==> config.mk <==
export PLATFORM = sky130hd
export DESIGN_NAME = rect_blit_pixel_formatter_flat
export DESIGN_NICKNAME = d
export VERILOG_FILES = /design/src/rbpf_pkg.sv /design/src/rbpf_pix_if.sv /design/src/rbpf_wr_if.sv /design/src/rbpf_queue.sv /design/src/rbpf_front.sv /design/src/rbpf_back.sv /design/src/rect_blit_pixel_formatter.sv /design/src/flat_wrapper.sv
export SDC_FILE = /design/constraint.sdc
export NUM_CORES = 1
export LEC_CHECK = 0
export BUFFER_PORTS_ARGS = -buffer_cell sky130_fd_sc_hd__buf_4
export CAP_MARGIN = 20
export CORE_ASPECT_RATIO = 2
export CORE_UTILIZATION = 57
export DETAILED_ROUTE_END_ITERATION = 6
export PLACE_DENSITY = 0.76
export SETUP_SLACK_MARGIN = 0.4
export SYNTH_ARGS = -nofsm -noshare
export SYNTH_HDL_FRONTEND = slang
export SYNTH_SLANG_ARGS = --single-unit
==> constraint.sdc <==
create_clock -name clk -period 6.1 [get_ports clk]
set_clock_uncertainty 0.1 [all_clocks]
set_input_delay 0.305 -clock clk [delete_from_list [all_inputs] [get_ports clk]]
set_output_delay 0.305 -clock clk [all_outputs]
set_load 0.02 [all_outputs]
==> src/rbpf_pkg.sv <==
// shared types, register indexes and pixel packing for the rect blit formatter
// no dependencies
package rbpf_pkg;

  localparam int COORD_BITS_DEF  = 12;
  localparam int QUEUE_DEPTH_DEF = 4;
  localparam int OFF_W           = 27;
  localparam int CFG_IDX_W       = 3;
  localparam int MODE_W          = 3;
  localparam int NB_W            = 3;

  localparam logic [CFG_IDX_W-1:0] REG_PIXEL_MODE   = 3'd0;
  localparam logic [CFG_IDX_W-1:0] REG_SCREEN_WIDTH = 3'd1;
  localparam logic [CFG_IDX_W-1:0] REG_DEST_X       = 3'd2;
  localparam logic [CFG_IDX_W-1:0] REG_DEST_Y       = 3'd3;
  localparam logic [CFG_IDX_W-1:0] REG_REGION_X     = 3'd4;
  localparam logic [CFG_IDX_W-1:0] REG_REGION_Y     = 3'd5;
  localparam logic [CFG_IDX_W-1:0] REG_REGION_W     = 3'd6;
  localparam logic [CFG_IDX_W-1:0] REG_REGION_H     = 3'd7;

  localparam logic [MODE_W-1:0] MODE_RGB332 = 3'd0;
  localparam logic [MODE_W-1:0] MODE_RGB555 = 3'd1;
  localparam logic [MODE_W-1:0] MODE_RGB565 = 3'd2;
  localparam logic [MODE_W-1:0] MODE_RGB888 = 3'd3;
  localparam logic [MODE_W-1:0] MODE_XRGB   = 3'd4;

  localparam logic [NB_W-1:0] NB_ONE   = 3'd1;
  localparam logic [NB_W-1:0] NB_TWO   = 3'd2;
  localparam logic [NB_W-1:0] NB_THREE = 3'd3;
  localparam logic [NB_W-1:0] NB_FOUR  = 3'd4;

  typedef struct packed {
    logic [31:0]     data;
    logic [NB_W-1:0] nbytes;
    logic            done;
  } pix_t;

  function automatic logic [31:0] pack_pixel(input logic [31:0] c, input logic [MODE_W-1:0] mode);
    logic [31:0] d;
    d = '0;
    case (mode)
      MODE_RGB332: d = {24'h0, c[23:21], c[15:13], c[7:6]};
      MODE_RGB555: d = {17'h0, c[23:19], c[15:11], c[7:3]};
      MODE_RGB565: d = {16'h0, c[23:19], c[15:10], c[7:3]};
      MODE_RGB888: d = {8'h0, c[23:0]};
      default:     d = c;
    endcase
    return d;
  endfunction

  function automatic logic [NB_W-1:0] mode_bytes(input logic [MODE_W-1:0] mode);
    logic [NB_W-1:0] n;
    n = NB_FOUR;
    case (mode)
      MODE_RGB332: n = NB_ONE;
      MODE_RGB555: n = NB_TWO;
      MODE_RGB565: n = NB_TWO;
      MODE_RGB888: n = NB_THREE;
      default:     n = NB_FOUR;
    endcase
    return n;
  endfunction

endpackage

==> src/rbpf_pix_if.sv <==
// source pixel channel: valid, ready and one 0x00RRGGBB colour
// no dependencies
interface rbpf_pix_if;
  logic        valid;
  logic        ready;
  logic [31:0] src_color;

  modport source(output valid, output src_color, input ready);
  modport sink(input valid, input src_color, output ready);
endinterface

==> src/rbpf_wr_if.sv <==
// framebuffer write request channel
// no dependencies
interface rbpf_wr_if;
  logic        valid;
  logic        ready;
  logic [26:0] byte_offset;
  logic [31:0] write_data;
  logic [2:0]  byte_count;
  logic        region_done;

  modport source(output valid, output byte_offset, output write_data, output byte_count,
                 output region_done, input ready);
  modport sink(input valid, input byte_offset, input write_data, input byte_count,
               input region_done, output ready);
endinterface

==> src/rbpf_queue.sv <==
// short flop queue between the front and back parts
// no dependencies
module rbpf_queue #(
  parameter int WIDTH = 8,
  parameter int DEPTH = 4
) (
  input  logic             clk,
  input  logic             rst_n,
  input  logic             push,
  input  logic [WIDTH-1:0] push_data,
  input  logic             pop,
  output logic [WIDTH-1:0] pop_data,
  output logic             full,
  output logic             empty
);
  localparam int PTR_W = (DEPTH > 1) ? $clog2(DEPTH) : 1;
  localparam int CNT_W = $clog2(DEPTH + 1);

  logic [WIDTH-1:0] mem_r [DEPTH];
  logic [PTR_W-1:0] wr_ptr_r, wr_ptr_nxt, rd_ptr_r, rd_ptr_nxt;
  logic [CNT_W-1:0] count_r, count_nxt;

  assign full     = (count_r == CNT_W'(DEPTH));
  assign empty    = (count_r == '0);
  assign pop_data = mem_r[rd_ptr_r];

  always_comb begin
    wr_ptr_nxt = wr_ptr_r;
    rd_ptr_nxt = rd_ptr_r;
    count_nxt  = count_r;
    if (push) begin
      wr_ptr_nxt = (wr_ptr_r == PTR_W'(DEPTH - 1)) ? '0 : wr_ptr_r + 1'b1;
    end
    if (pop) begin
      rd_ptr_nxt = (rd_ptr_r == PTR_W'(DEPTH - 1)) ? '0 : rd_ptr_r + 1'b1;
    end
    if (push && !pop) begin
      count_nxt = count_r + 1'b1;
    end else if (pop && !push) begin
      count_nxt = count_r - 1'b1;
    end
  end

  always_ff @(posedge clk) begin
    if (!rst_n) begin
      wr_ptr_r <= '0;
      rd_ptr_r <= '0;
      count_r  <= '0;
    end else begin
      wr_ptr_r <= wr_ptr_nxt;
      rd_ptr_r <= rd_ptr_nxt;
      count_r  <= count_nxt;
    end
  end

  always_ff @(posedge clk) begin
    if (push) begin
      mem_r[wr_ptr_r] <= push_data;
    end
  end

`ifndef ASSERT_OFF
  a_no_overflow: assert property (@(posedge clk) disable iff (!rst_n) full |-> !push || pop)
    else $error("queue push while full");
  a_no_underflow: assert property (@(posedge clk) disable iff (!rst_n) pop |-> !empty)
    else $error("queue pop while empty");
  a_count_bound: assert property (@(posedge clk) disable iff (!rst_n)
                                  count_r <= CNT_W'(DEPTH))
    else $error("queue count beyond depth");
`endif
endmodule

==> src/rbpf_front.sv <==
// front part: registers, region counters, screen position and pixel packing
// depends on rbpf_pkg and rbpf_pix_if
module rbpf_front #(
  parameter int COORD_BITS = rbpf_pkg::COORD_BITS_DEF
) (
  input  logic                           clk,
  input  logic                           rst_n,
  input  logic                           cfg_we,
  input  logic [rbpf_pkg::CFG_IDX_W-1:0] cfg_index,
  input  logic [COORD_BITS:0]            cfg_data,
  rbpf_pix_if.sink                       in_ch,
  input  logic                           q_full,
  output logic                           q_push,
  output logic [COORD_BITS+1:0]          q_x,
  output logic [COORD_BITS+1:0]          q_y,
  output rbpf_pkg::pix_t                 q_pix,
  output logic [COORD_BITS:0]            screen_width
);
  import rbpf_pkg::*;

  localparam int CB   = COORD_BITS;
  localparam int SZ_W = COORD_BITS + 1;
  localparam int XY_W = COORD_BITS + 2;

  logic [MODE_W-1:0] mode_r;
  logic [SZ_W-1:0]   swidth_r, region_w_r, region_h_r;
  logic [CB-1:0]     dest_x_r, dest_y_r, region_x_r, region_y_r;
  logic [CB-1:0]     col_r, col_nxt, row_r, row_nxt;
  logic [SZ_W-1:0]   eff_w, eff_h, col_inc, row_inc;
  logic              end_col, end_row, accept;

  localparam logic [SZ_W-1:0] SIZE_MAX = SZ_W'(1) << CB;

  assign in_ch.ready  = !q_full;
  assign accept       = in_ch.valid && !q_full;
  assign q_push       = accept;
  assign screen_width = swidth_r;

  always_comb begin
    eff_w = region_w_r;
    if (region_w_r == '0) begin
      eff_w = SZ_W'(1);
    end else if (region_w_r > SIZE_MAX) begin
      eff_w = SIZE_MAX;
    end
    eff_h = region_h_r;
    if (region_h_r == '0) begin
      eff_h = SZ_W'(1);
    end else if (region_h_r > SIZE_MAX) begin
      eff_h = SIZE_MAX;
    end
  end

  assign col_inc = {1'b0, col_r} + SZ_W'(1);
  assign row_inc = {1'b0, row_r} + SZ_W'(1);
  assign end_col = (col_inc >= eff_w);
  assign end_row = (row_inc >= eff_h);

  assign q_x = XY_W'(dest_x_r) + XY_W'(region_x_r) + XY_W'(col_r);
  assign q_y = XY_W'(dest_y_r) + XY_W'(region_y_r) + XY_W'(row_r);

  always_comb begin
    q_pix.data   = pack_pixel(in_ch.src_color, mode_r);
    q_pix.nbytes = mode_bytes(mode_r);
    q_pix.done   = end_col && end_row;
  end

  always_comb begin
    col_nxt = col_r;
    row_nxt = row_r;
    if (accept) begin
      if (end_col) begin
        col_nxt = '0;
        row_nxt = end_row ? '0 : row_inc[CB-1:0];
      end else begin
        col_nxt = col_inc[CB-1:0];
      end
    end
  end

  always_ff @(posedge clk) begin
    if (!rst_n) begin
      col_r <= '0;
      row_r <= '0;
    end else begin
      col_r <= col_nxt;
      row_r <= row_nxt;
    end
  end

  always_ff @(posedge clk) begin
    if (!rst_n) begin
      mode_r     <= MODE_XRGB;
      swidth_r   <= SZ_W'(1024);
      dest_x_r   <= '0;
      dest_y_r   <= '0;
      region_x_r <= '0;
      region_y_r <= '0;
      region_w_r <= SZ_W'(1);
      region_h_r <= SZ_W'(1);
    end else if (cfg_we) begin
      case (cfg_index)
        REG_PIXEL_MODE:   mode_r     <= cfg_data[MODE_W-1:0];
        REG_SCREEN_WIDTH: swidth_r   <= cfg_data;
        REG_DEST_X:       dest_x_r   <= cfg_data[CB-1:0];
        REG_DEST_Y:       dest_y_r   <= cfg_data[CB-1:0];
        REG_REGION_X:     region_x_r <= cfg_data[CB-1:0];
        REG_REGION_Y:     region_y_r <= cfg_data[CB-1:0];
        REG_REGION_W:     region_w_r <= cfg_data;
        REG_REGION_H:     region_h_r <= cfg_data;
        default: ;
      endcase
    end
  end

`ifndef ASSERT_OFF
  a_done_wraps: assert property (@(posedge clk) disable iff (!rst_n)
                                 accept && q_pix.done |=> col_r == '0 && row_r == '0)
    else $error("counters not cleared after last pixel");
  a_col_hold: assert property (@(posedge clk) disable iff (!rst_n)
                               !accept |=> $stable(col_r) && $stable(row_r))
    else $error("counters moved without a request");
`endif
endmodule

==> src/rbpf_back.sv <==
// back part: line multiply, byte scaling and the output register
// depends on rbpf_pkg and rbpf_wr_if
module rbpf_back #(
  parameter int COORD_BITS = rbpf_pkg::COORD_BITS_DEF
) (
  input  logic                  clk,
  input  logic                  rst_n,
  input  logic                  q_empty,
  output logic                  q_pop,
  input  logic [COORD_BITS+1:0] q_x,
  input  logic [COORD_BITS+1:0] q_y,
  input  rbpf_pkg::pix_t        q_pix,
  input  logic [COORD_BITS:0]   screen_width,
  rbpf_wr_if.source             out_ch
);
  import rbpf_pkg::*;

  localparam int SZ_W   = COORD_BITS + 1;
  localparam int XY_W   = COORD_BITS + 2;
  localparam int PROD_W = SZ_W + XY_W;

  logic [PROD_W-1:0] prod;
  logic [OFF_W-1:0]  mid_lin_r, scaled;
  pix_t              mid_pix_r;
  logic              mid_valid_r, out_valid_r, mid_ready, out_ready;
  logic [OFF_W-1:0]  out_off_r;
  pix_t              out_pix_r;

  assign out_ready = !out_valid_r || out_ch.ready;
  assign mid_ready = !mid_valid_r || out_ready;
  assign q_pop     = !q_empty && mid_ready;
  assign prod      = PROD_W'(screen_width) * PROD_W'(q_y);

  always_comb begin
    case (mid_pix_r.nbytes)
      NB_ONE:   scaled = mid_lin_r;
      NB_TWO:   scaled = mid_lin_r << 1;
      NB_THREE: scaled = mid_lin_r + (mid_lin_r << 1);
      default:  scaled = mid_lin_r << 2;
    endcase
  end

  always_ff @(posedge clk) begin
    if (!rst_n) begin
      mid_valid_r <= 1'b0;
      out_valid_r <= 1'b0;
    end else begin
      if (mid_ready) begin
        mid_valid_r <= q_pop;
      end
      if (out_ready) begin
        out_valid_r <= mid_valid_r;
      end
    end
  end

  always_ff @(posedge clk) begin
    if (q_pop) begin
      mid_lin_r <= OFF_W'(prod) + OFF_W'(q_x);
      mid_pix_r <= q_pix;
    end
    if (out_ready && mid_valid_r) begin
      out_off_r <= scaled;
      out_pix_r <= mid_pix_r;
    end
  end

  assign out_ch.valid       = out_valid_r;
  assign out_ch.byte_offset = out_off_r;
  assign out_ch.write_data  = out_pix_r.data;
  assign out_ch.byte_count  = out_pix_r.nbytes;
  assign out_ch.region_done = out_pix_r.done;

`ifndef ASSERT_OFF
  a_mid_held: assert property (@(posedge clk) disable iff (!rst_n)
                               mid_valid_r && !out_ready |=> mid_valid_r)
    else $error("pipeline entry lost under stall");
  a_pop_fills: assert property (@(posedge clk) disable iff (!rst_n) q_pop |=> mid_valid_r)
    else $error("popped entry not captured");
`endif
endmodule

==> src/rect_blit_pixel_formatter.sv <==
// top level of the rect blit pixel formatter: front, queue and back
// depends on rbpf_pkg, rbpf_pix_if, rbpf_wr_if, rbpf_queue, rbpf_front, rbpf_back
//
// Usage: write the eight registers through cfg_we/cfg_index/cfg_data while the
// block is idle, then stream the region's source pixels in raster order on in_ch.
// Each accepted pixel gives exactly one write request on out_ch carrying the
// framebuffer byte offset, the packed data, the byte count and a flag on the
// region's last pixel.
// Throughput is one pixel per clock while out_ch is not stalled, set by the single
// line multiply in the back part; an accepted pixel passes through the queue, the
// middle register and the output register before it shows on out_ch.
// A four-entry queue parts the front from the back, so in_ch keeps accepting
// while out_ch is stalled until the queue and the two back registers are full;
// in_ch.ready then drops until the receiver takes a request.
// Reset (rst_n low, synchronous) clears the counters and queue, empties the
// output, and loads the register defaults: 32-bit mode, screen width 1024,
// all origins zero and a one by one region.
module rect_blit_pixel_formatter #(
  parameter int COORD_BITS  = rbpf_pkg::COORD_BITS_DEF,
  parameter int QUEUE_DEPTH = rbpf_pkg::QUEUE_DEPTH_DEF
) (
  input  logic                           clk,
  input  logic                           rst_n,
  input  logic                           cfg_we,
  input  logic [rbpf_pkg::CFG_IDX_W-1:0] cfg_index,
  input  logic [COORD_BITS:0]            cfg_data,
  rbpf_pix_if.sink                       in_ch,
  rbpf_wr_if.source                      out_ch
);
  import rbpf_pkg::*;

  localparam int XY_W  = COORD_BITS + 2;
  localparam int PIX_W = $bits(pix_t);
  localparam int ENT_W = 2 * XY_W + PIX_W;

  logic              q_push, q_pop, q_full, q_empty;
  logic [XY_W-1:0]   f_x, f_y, b_x, b_y;
  pix_t              f_pix, b_pix;
  logic [ENT_W-1:0]  q_wdata, q_rdata;
  logic [COORD_BITS:0] screen_width;

  assign q_wdata = {f_x, f_y, f_pix};
  assign b_x     = q_rdata[ENT_W-1 -: XY_W];
  assign b_y     = q_rdata[PIX_W +: XY_W];
  assign b_pix   = q_rdata[PIX_W-1:0];

  rbpf_front #(.COORD_BITS(COORD_BITS)) u_front (
    .clk          (clk),
    .rst_n        (rst_n),
    .cfg_we       (cfg_we),
    .cfg_index    (cfg_index),
    .cfg_data     (cfg_data),
    .in_ch        (in_ch),
    .q_full       (q_full),
    .q_push       (q_push),
    .q_x          (f_x),
    .q_y          (f_y),
    .q_pix        (f_pix),
    .screen_width (screen_width)
  );

  rbpf_queue #(.WIDTH(ENT_W), .DEPTH(QUEUE_DEPTH)) u_queue (
    .clk       (clk),
    .rst_n     (rst_n),
    .push      (q_push),
    .push_data (q_wdata),
    .pop       (q_pop),
    .pop_data  (q_rdata),
    .full      (q_full),
    .empty     (q_empty)
  );

  rbpf_back #(.COORD_BITS(COORD_BITS)) u_back (
    .clk          (clk),
    .rst_n        (rst_n),
    .q_empty      (q_empty),
    .q_pop        (q_pop),
    .q_x          (b_x),
    .q_y          (b_y),
    .q_pix        (b_pix),
    .screen_width (screen_width),
    .out_ch       (out_ch)
  );
endmodule
==> src/flat_wrapper.sv <==
// flat-port wrapper written by rule: the top's interface ports become plain ports
module rect_blit_pixel_formatter_flat import rbpf_pkg::*;
#(
  parameter int COORD_BITS  = rbpf_pkg::COORD_BITS_DEF,
  parameter int QUEUE_DEPTH = rbpf_pkg::QUEUE_DEPTH_DEF
)
  (clk, rst_n, cfg_we, cfg_index, cfg_data, in_ch_valid, in_ch_src_color, in_ch_ready, out_ch_valid, out_ch_byte_offset, out_ch_write_data, out_ch_byte_count, out_ch_region_done, out_ch_ready);
  rbpf_pix_if in_ch_i ();
  rbpf_wr_if out_ch_i ();
  input  logic clk;
  input  logic rst_n;
  input  logic cfg_we;
  input  logic [rbpf_pkg::CFG_IDX_W-1:0] cfg_index;
  input  logic [COORD_BITS:0] cfg_data;
  input wire logic [$bits(in_ch_i.valid)-1:0] in_ch_valid;
  input wire logic [$bits(in_ch_i.src_color)-1:0] in_ch_src_color;
  output wire logic [$bits(in_ch_i.ready)-1:0] in_ch_ready;
  output wire logic [$bits(out_ch_i.valid)-1:0] out_ch_valid;
  output wire logic [$bits(out_ch_i.byte_offset)-1:0] out_ch_byte_offset;
  output wire logic [$bits(out_ch_i.write_data)-1:0] out_ch_write_data;
  output wire logic [$bits(out_ch_i.byte_count)-1:0] out_ch_byte_count;
  output wire logic [$bits(out_ch_i.region_done)-1:0] out_ch_region_done;
  input wire logic [$bits(out_ch_i.ready)-1:0] out_ch_ready;
  assign in_ch_i.valid = in_ch_valid;
  assign in_ch_i.src_color = in_ch_src_color;
  assign in_ch_ready = in_ch_i.ready;
  assign out_ch_valid = out_ch_i.valid;
  assign out_ch_byte_offset = out_ch_i.byte_offset;
  assign out_ch_write_data = out_ch_i.write_data;
  assign out_ch_byte_count = out_ch_i.byte_count;
  assign out_ch_region_done = out_ch_i.region_done;
  assign out_ch_i.ready = out_ch_ready;
  rect_blit_pixel_formatter #(.COORD_BITS(COORD_BITS), .QUEUE_DEPTH(QUEUE_DEPTH)) u_core (.clk(clk), .rst_n(rst_n), .cfg_we(cfg_we), .cfg_index(cfg_index), .cfg_data(cfg_data), .in_ch(in_ch_i), .out_ch(out_ch_i));
endmodule
**Word-level counts from Yosys, hierarchy flattened**

Memories as Yosys holds them, arrays and structs flattened. A register that Yosys moved wholly into a read port is not among the register bits.
Cells that the tools add are included.

- Bits in registers: 249
- RAM bits: 256
- Input bits: 53
- Output and inout port bits: 65
- Logic and storage cells: 104
- Memories kept: 1

Memories:

| name | depth | width | read ports | clocked after Yosys merged registers in | write ports | RTL line | source |
|---|---|---|---|---|---|---|---|
| u_core.u_queue.mem_r | 4 | 64 | 1 | 1 | 1 | rbpf_queue.sv:19 | `logic [WIDTH-1:0] mem_r [DEPTH];` |

- $add $sub $neg: 12
- $mul: 1
- Magnitude comparators: 4
- Eq/ne operators: 16
- Multiplexer cells: 17
- Reductions and logical operators: 30

Operator list:

| kind | count |
|---|---|
| 32-bit one-hot mux with 4 select lines | 1 |
| 27-bit one-hot mux with 3 select lines | 1 |
| 13-bit two-way mux | 4 |
| 13-bit by 12-bit adder with 14-bit output | 2 |
| 27-bit by 14-bit adder with 27-bit output | 1 |
| 27-bit adder | 1 |
| 13-bit by 14-bit multiplier with 27-bit output | 1 |
| 12-bit by 1-bit adder with 13-bit output (second input constant) | 2 |
| 12-bit by 12-bit adder with 13-bit output | 2 |
| 13-bit greater-or-equal comparator | 2 |
| 13-bit > comparator (second input constant) | 2 |
| 13-bit zero test | 2 |
| 12-bit two-way mux | 2 |
| 3-bit by 2-bit == test with 1-bit output (second input constant) | 6 |
| 2-bit AND reduction | 9 |
| 3-bit == test (second input constant) | 5 |
| 3-bit by 1-bit == test with 1-bit output (second input constant) | 3 |
| 3-bit zero test | 3 |
| 3-bit one-hot mux with 3 select lines | 1 |
| 2-bit two-way mux | 4 |
| 1-bit logical AND | 6 |
| 1-bit zero test | 6 |
| 3-bit two-way mux | 2 |
| 2-bit by 1-bit adder with 2-bit output (second input constant) | 2 |
| other kinds (7) | 10 |

**Longest topological paths before layout**

Gate-level depths: netlist (run 1).

- Depth in word-level cells: 7
- Mapped depth: 25
- Mapped depth without buffers: 23

**Hierarchy**

A second synthesis (run 1) with hierarchy kept.

- Cell total of the unflattened synthesis: 2591
- Area total of the unflattened synthesis: 30201.5 um^2

Modules (own cells, without submodules):

| module | instances | cells an instance | area an instance (um^2) | seq. area each (um^2) |
|---|---|---|---|---|
| rbpf_back | 1 | 1265 | 12792.3 | 3823.7 |
| rbpf_queue | 1 | 378 | 9768.1 | 7867.5 |
| rbpf_front | 1 | 948 | 7641.1 | 2282.2 |

**Least setup slack after synthesis (run 1)**

Ideal clock, no wire load.

- Path kind: flip-flop to flip-flop
- From: register with a tool-made name
- To: register u_core.u_back.mid_lin_r[26] (data pin)
- Setup time: 0.260 ns
- Arrival: 6.337 ns
- Required time: 5.740 ns
- Setup slack: -0.597 ns
- Stages on the path, launching flop included: 24
- Path buffers: 3
- Period minus slack after synthesis: 6.697 ns
- Cells stage by stage: dfxtp_1 -> buf_2 -> buf_2 -> mux4_2 -> clkbuf_1 -> nand2_1 -> fa_1 -> fa_1 -> fa_1 -> inv_1 -> fa_1 -> fa_1 -> inv_1 -> fa_1 -> inv_1 -> ha_1 -> a21oi_1 -> o211ai_1 -> a41o_1 -> a41oi_1 -> o2bb2ai_1 -> nand3b_1 -> a21oi_1 -> xnor2_1

RTL lines:

| item | RTL line | source |
|---|---|---|
| end signal, assigned | rbpf_back.sv:59 | `mid_lin_r <= OFF_W'(prod) + OFF_W'(q_x);` |
| end, declared | rbpf_back.sv:23 | `logic [OFF_W-1:0] mid_lin_r, scaled;` |

==> results of run 1 <==
-- layer usage --
| layer | GRT usage, % | wire [um] | up-vias |
|---|---|---|---|
| met5 | 0 | 0 | - |
| met4 | 14.5 | 4020 | 0 |
| met3 | 2.74 | 2520 | 213 |
| li1 | - | - | 9346 |
| met1 | 26.8 | 23800 | 10000 |
| met2 | 52.2 | 39300 | 565 |
-- layout by cell type (no fill, tap or decap), drive strengths merged, types with 13 or more instances in the layout --
| cell type | Yosys | final |
|---|---|---|
| clkinv | 2 | 20 |
| o21a | 13 | 13 |
| ha | 172 | 172 |
| dfxtp | 125 | 125 |
| dlygate4sd3 | 0 | 29 |
| buf | 17 | 240 |
| a21oi | 91 | 91 |
| xor2 | 34 | 34 |
| inv | 212 | 214 |
| xnor2 | 50 | 50 |
| o21ai | 76 | 76 |
| nand3 | 35 | 35 |
| mux4 | 64 | 64 |
| a21boi | 103 | 103 |
| and2 | 100 | 100 |
| nor2 | 87 | 87 |
| clkbuf | 106 | 53 |
| a31oi | 13 | 13 |
| a21o | 40 | 40 |
| o22ai | 13 | 13 |
| nand2 | 400 | 400 |
| and3 | 21 | 21 |
| nor2b | 37 | 37 |
| edfxtp | 382 | 382 |
| fa | 170 | 170 |
| nor3 | 21 | 21 |
| o211ai | 19 | 19 |
-- kinds of logic (layout without fill, tap and decap cells) --
group	Yosys count	count (layout)	share of synthesized area, %
XOR/XNOR	84	84	2.48
flip-flops	507	507	47.0
AND/OR/NAND/NOR	757	757	11.7
AO/OA/AOI/OAI	455	455	10.4
buffers and inverters	337	565	4.33
multiplexers	77	77	5.29
adder cells (fa/ha/maj)	342	342	18.7
-- metrics by stage --
step / utilization (%) / power, mW / setup WS, ps / std cells
final: 66.3 / 15.0 / -220 / 3447
after global routing: 66.3 / 15.9 / -408 / 3447
after CTS: 65.7 / 14.8 / -222 / 3430
after detailed placement: 61.7 / 11.6 / -275 / 3311
after global placement: 61.7 / 11.4 / -165 / 3310
after floorplan: - / 9.51 / -44.1 / 2559
-- registers in the layout (all words and copies together) (netlist names), 13 cells and up, named ones only --
name / cells
u_core.u_front.screen_width: 13
u_core.u_back.out_ch.write_data: 32
u_core.u_back.mid_pix_r: 36
u_core.u_back.out_ch.byte_offset: 27
u_core.u_front.region_w_r: 13
u_core.u_front.region_h_r: 13
u_core.u_queue.mem_r: 256
u_core.u_back.mid_lin_r: 27
-- where the power goes --
group / switching, mW / internal, mW / total (mW)
registers: 0.338 / 4.59 / 4.93
clock network: 1.27 / 1.67 / 2.94
logic: 3.93 / 3.18 / 7.12
-- worst min path at each step --
stage / from / slack (ps) / endpoint
after floorplan: u_core.u_back.mid_pix_r[0]$_DFFE_PP_ / 300 / u_core.u_back.out_ch.region_done$_DFFE_PP_
after global placement: u_core.u_back.mid_pix_r[0]$_DFFE_PP_ / 300 / u_core.u_back.out_ch.region_done$_DFFE_PP_
after detailed placement: u_core.u_back.mid_pix_r[13]$_DFFE_PP_ / 310 / u_core.u_back.out_ch.write_data[9]$_DFFE_PP_
after CTS: in_ch_src_color[22] / 5 / u_core.u_queue.mem_r[2][26]$_DFFE_PP_
after global routing: in_ch_src_color[21] / 30 / u_core.u_queue.mem_r[3][25]$_DFFE_PP_
final: in_ch_src_color[22] / 40 / u_core.u_queue.mem_r[2][26]$_DFFE_PP_
-- area by class of cell --
type	count	area, um^2
multi-input combinational	1715	14900
tap	660	826
fill	3858	17400
clock buffer	52	1150
clock inverter	29	379
inverter	214	803
timing repair buffer	270	2240
sequential	507	14000
-- what timing repair did --
action	CTS	global route
setup buffers	9	14
resized for setup	41	37
hold buffers	29	0
setup endpoints to repair	17	20
pin swaps	32	31
endpoints found under the hold margin	147	0
cloned	0	1
==> results.cfg, run 1 <==
[drt]
wl_um = 69700
drt_iter0_markers = 1311
ant_nets = 0
first_pass_iters = 6
post_drt_wl_per_cell_um = 20.2
num_vias = 20200
viasPerCell = 5.85
drcViolationCount = 0

[sta]
period_minus_slack_ps = 6320
rsz0062_at_grt = true
hold_viol_final = 0
setup_viol = 13
setup_ws_ps = -220
tightest_slew_ps = 1030
fin_worst_hold_slack_ps = 35.4
max_freq_ghz = 0.158
max_slew_margin_pct = 30.8
min_period_over_period_pct = 104
slew_viol_final = 0
fin_setup_tns_ps = -1660

[layout]
finish.instance_area_um2 = 34200
syn_to_final_growth_pct = 15.3
final_layout_size_suffix_gt1_share_pct = 17.2
fin_nets = 3147
n_antenna_cell = 0

[clock_tree]
htreeDepth = 2
insertion_delay_ps = 600
cts_buffers = 44
clk_pin_slew_ps = 70
clock-sinks = 507
clock-root-buffer = clkbuf_16
clock_path_buffers = 3
cts_tree = done

[logic_synthesis]
synth_top_area_cell = edfxtp_1
synth.avg_cell_area_um2 = 11.6
ys_top_cells_by_area = edfxtp_1 39%, fa_1 11%, dfxtp_1 8.4%
netlist_area_um2 = 29700
netlist_instances = 2559
synth_nets = 2954
ys_warn_count = 0
synthDistinctLibCells = 74
ys_top_cells_by_count = 398 x nand2_1, 382 x edfxtp_1, 212 x inv_1, 172 x ha_1, 170 x fa_1
synth_enable_flop_cells = 382
ys_ff_latch = 507
synth_ff_type = edfxtp_1
yosysSeqAreaShare_pct = 47.0
synth_top_cell_area_share_pct = 38.6
yosysMostFrequentCell = nand2_1
async_flop_share_pct = 0

[global_route]
grt_pass1_wl_um = 110000
antenna_found_initial = 0
grt_usage_pct = 26.8
grt_overflow = 0
grt_pass1_vias = 21800
grt_max_degree = 69

[run_status]
violations = negative setup slack
outcome = complete, but fails checks

[placed_design]
placed_area_um2 = 31900
dp.final_hpwl_um = 50300
routabilityCongestion = 0.944
port_buffers = 117

[worst_setup_path]
critical_path_required_ps = 6290
slowest_stage = mux4_2
crit_cells = 22
rr_worst_depth = 22
path_max_fanout = 7
cp_num_buf_inv = 5
crit_end = u_core.u_back.mid_lin_r[22]$_DFFE_PP_
critPathKind = reg2reg
reg2reg_to = u_core.u_back.mid_lin_r[22]$_DFFE_PP_
r2r_slack_ps = -220
path_common_cell = fa_1
critPathLaunchType = flip-flop
critPathMaxStageDelay_ps = 560
cp_top_family = adder cells
worstPathArrival_ps = 6510
crit_path_end_kind = flip-flop
crit_chain = buf_6 > mux4_2 > and2_4 > fa_1 > inv_1 > fa_1 > inv_1 > fa_2 > fa_2 > fa_1 > inv_2 > fa_1 > inv_2 > ha_4 > a21oi_2 > o211ai_1 > a41o_1 > a41oi_4 > o2bb2ai_2 > o21bai_1 > a21oi_1 > xnor2_1

[die]
start_util_pct = 57.5
die_area_um2 = 53100
core_area_um2 = 51700
die_h_um = 325
die_x_um = 163
io_pins = 118
row_count = 118

[power_and_ir_drop]
power.density_nw_per_um2 = 438
peakVddDrop_mv = 0.381
power.leakage_nw = 13.8

[hold_path]
min-delay-path-class = in2reg
min_path_cells = 2

[job]
maxCapViolCount = 0
Note: power is estimated with default switching activity, not from simulation.
==> run 2, diff against run 1 <==
--- a/config.mk
+++ b/config.mk
@@ -10,6 +10,7 @@
 export CORE_ASPECT_RATIO = 2
 export CORE_UTILIZATION = 57
 export DETAILED_ROUTE_END_ITERATION = 6
+export HOLD_SLACK_MARGIN = 0.1
 export PLACE_DENSITY = 0.76
 export SETUP_SLACK_MARGIN = 0.4
 export SYNTH_ARGS = -nofsm -noshare
==> run 2 against run 1 <==
The flow still finishes with violations (negative setup slack). Via count is 0.76% higher. Register-to-register slack hardly changed. Hold slack better by 130 ps. Power hardly changed.
==> results.cfg, run 2 (synthesized netlist as in run 1, its figures left out) <==
[die]
die_area_um2 = 53100
row_count = 118
io_pins = 118
start_util_pct = 57.5
core_area_um2 = 51700
die_h_um = 325
die_x_um = 163

[clock_tree]
cts_tree = done
clock-root-buffer = clkbuf_16
cts_buffers = 44
clock_path_buffers = 3
clk_pin_slew_ps = 60
insertion_delay_ps = 600
clock-sinks = 507
htreeDepth = 2

[global_route]
antenna_found_initial = 1
grt_max_degree = 69
grt_pass1_wl_um = 111000
grt_pass1_vias = 21900
grt_overflow = 0
grt_usage_pct = 26.9

[power_and_ir_drop]
power.density_nw_per_um2 = 436
finalPower_mw = 15.0
power.leakage_nw = 13.9
peakVddDrop_mv = 0.379

[sta]
rsz0062_at_grt = true
tightest_slew_ps = 1030
slew_viol_final = 0
setup_ws_ps = -221
setup_viol = 13
fin_setup_tns_ps = -1670
hold_viol_final = 0
min_period_over_period_pct = 104
max_freq_ghz = 0.158
max_slew_margin_pct = 31.3
period_minus_slack_ps = 6320
fin_worst_hold_slack_ps = 161

[drt]
viasPerCell = 5.87
num_vias = 20300
drt_iter0_markers = 1375
drcViolationCount = 0
wl_um = 70100
first_pass_iters = 5
ant_nets = 0
post_drt_wl_per_cell_um = 20.2

[worst_setup_path]
rr_worst_depth = 22
critPathKind = reg2reg
cp_top_family = adder cells
critical_path_required_ps = 6290
path_common_cell = fa_1
r2r_slack_ps = -220
worstPathArrival_ps = 6510
slowest_stage = mux4_2
cp_num_buf_inv = 5
critPathMaxStageDelay_ps = 560
reg2reg_to = u_core.u_back.mid_lin_r[22]$_DFFE_PP_
crit_path_end_kind = flip-flop
critPathLaunchType = flip-flop
crit_chain = buf_6 > mux4_2 > and2_4 > fa_1 > inv_1 > fa_1 > inv_1 > fa_2 > fa_2 > fa_1 > inv_2 > fa_1 > inv_2 > ha_4 > a21oi_2 > o211ai_1 > a41o_1 > a41oi_4 > o2bb2ai_2 > o21bai_1 > a21oi_1 > xnor2_1
path_max_fanout = 7

[placed_design]
dp.final_hpwl_um = 50300
routabilityCongestion = 0.944
port_buffers = 117

[hold_path]
min_path_cells = 4
min-delay-path-class = in2reg
hold_start = cfg_index[0]
hold_end = u_core.u_front.mode_r[2]$_SDFFE_PN1P_

[run_status]
outcome = complete, but fails checks
violations = negative setup slack

[layout]
fillers = 3829
final_cell_mix = 393 x nand2_1, 382 x edfxtp_1, 219 x buf_4, 196 x inv_1, 166 x fa_1
fin_nets = 3162
syn_to_final_growth_pct = 15.8
largest_register_ffs = 256
top_register = u_core.u_queue.mem_r
mostFrequentLayoutCell = nand2_1
final_layout_size_suffix_gt1_share_pct = 17.1

[job]
maxCapViolCount = 0
run 2: cell types whose count changed in the layout (fill, tap and decap cells not counted):
cell,change
diode_2,+1
dlygate4sd3_1,+15
run 2: worst reg2reg max path, stage by stage, from the launching register on:
cell and delay [ps]:
dfxtp_4 410, buf_6 150, mux4_2 560, and2_4 200
fa_1 520, inv_1 50, fa_1 500, inv_1 50
fa_2 550, fa_2 450, fa_1 500, inv_2 40
fa_1 380, inv_2 90, ha_4 220, a21oi_2 150
o211ai_1 110, a41o_1 280, a41oi_4 210, o2bb2ai_2 150
o21bai_1 80, a21oi_1 190, xnor2_1 90
run 2: worst max path at each step:
stage / from / endpoint / slack [ps] / cells after the start
2_1_floorplan: flip-flop / u_core.u_back.mid_lin_r[26]$_DFFE_PP_ / -40 / 23
3_3_place_gp: flip-flop / u_core.u_back.mid_lin_r[25]$_DFFE_PP_ / -170 / 23
3_5_place_dp: flip-flop / u_core.u_back.mid_lin_r[25]$_DFFE_PP_ / -280 / 23
4_1_cts: flip-flop / u_core.u_back.mid_lin_r[26]$_DFFE_PP_ / -220 / 22
5_1_grt: flip-flop / u_core.u_back.mid_lin_r[16]$_DFFE_PP_ / -410 / 21
6_report: flip-flop / u_core.u_back.mid_lin_r[22]$_DFFE_PP_ / -220 / 22
run 2: routing by layer:
metal | global-route usage [%] | wire (um)
met1 | 26.9 | 23700
met2 | 52.4 | 39500
met3 | 2.83 | 2800
met4 | 15.0 | 4100
met5 | 0 | 0
run 2: final cells by class:
cell class	count	area, um^2	share of cell area [%]
clock inverters	29	379	1.10
well taps	660	826	2.40
repair buffers	285	2390	6.94
clock buffers	52	1150	3.35
flip-flops and latches	507	14000	40.6
diodes	1	2.50	0.00728
inverters	214	803	2.34
multi-input cells	1715	14900	43.2
run 2: where the power goes:
part	leakage [nW]	switching (mW)	internal, mW
Clock	0.742	1.27	1.67
Combinational	8.49	3.94	3.19
Sequential	4.64	0.336	4.59
run 2: repair_timing:
action / 4_1_cts / 5_1_grt
resized for setup: 41 / 37
pin swaps: 32 / 31
hold buffers: 44 / 0
setup endpoints to repair: 17 / 20
buffers inserted: 9 / 14
hold endpoints to repair: 206 / 0
cloned: 0 / 1
run 2: stage by stage:
stage	worst slack [ps]	cell area [um^2]	instances	util, %
finish	-221	34400	3463	66.6
global route	-408	34400	3463	66.6
CTS	-222	34100	3445	66.0
detailed placement	-275	31900	3311	61.7
global placement	-165	31900	3310	61.7
floorplan	-44.1	29900	2559	-
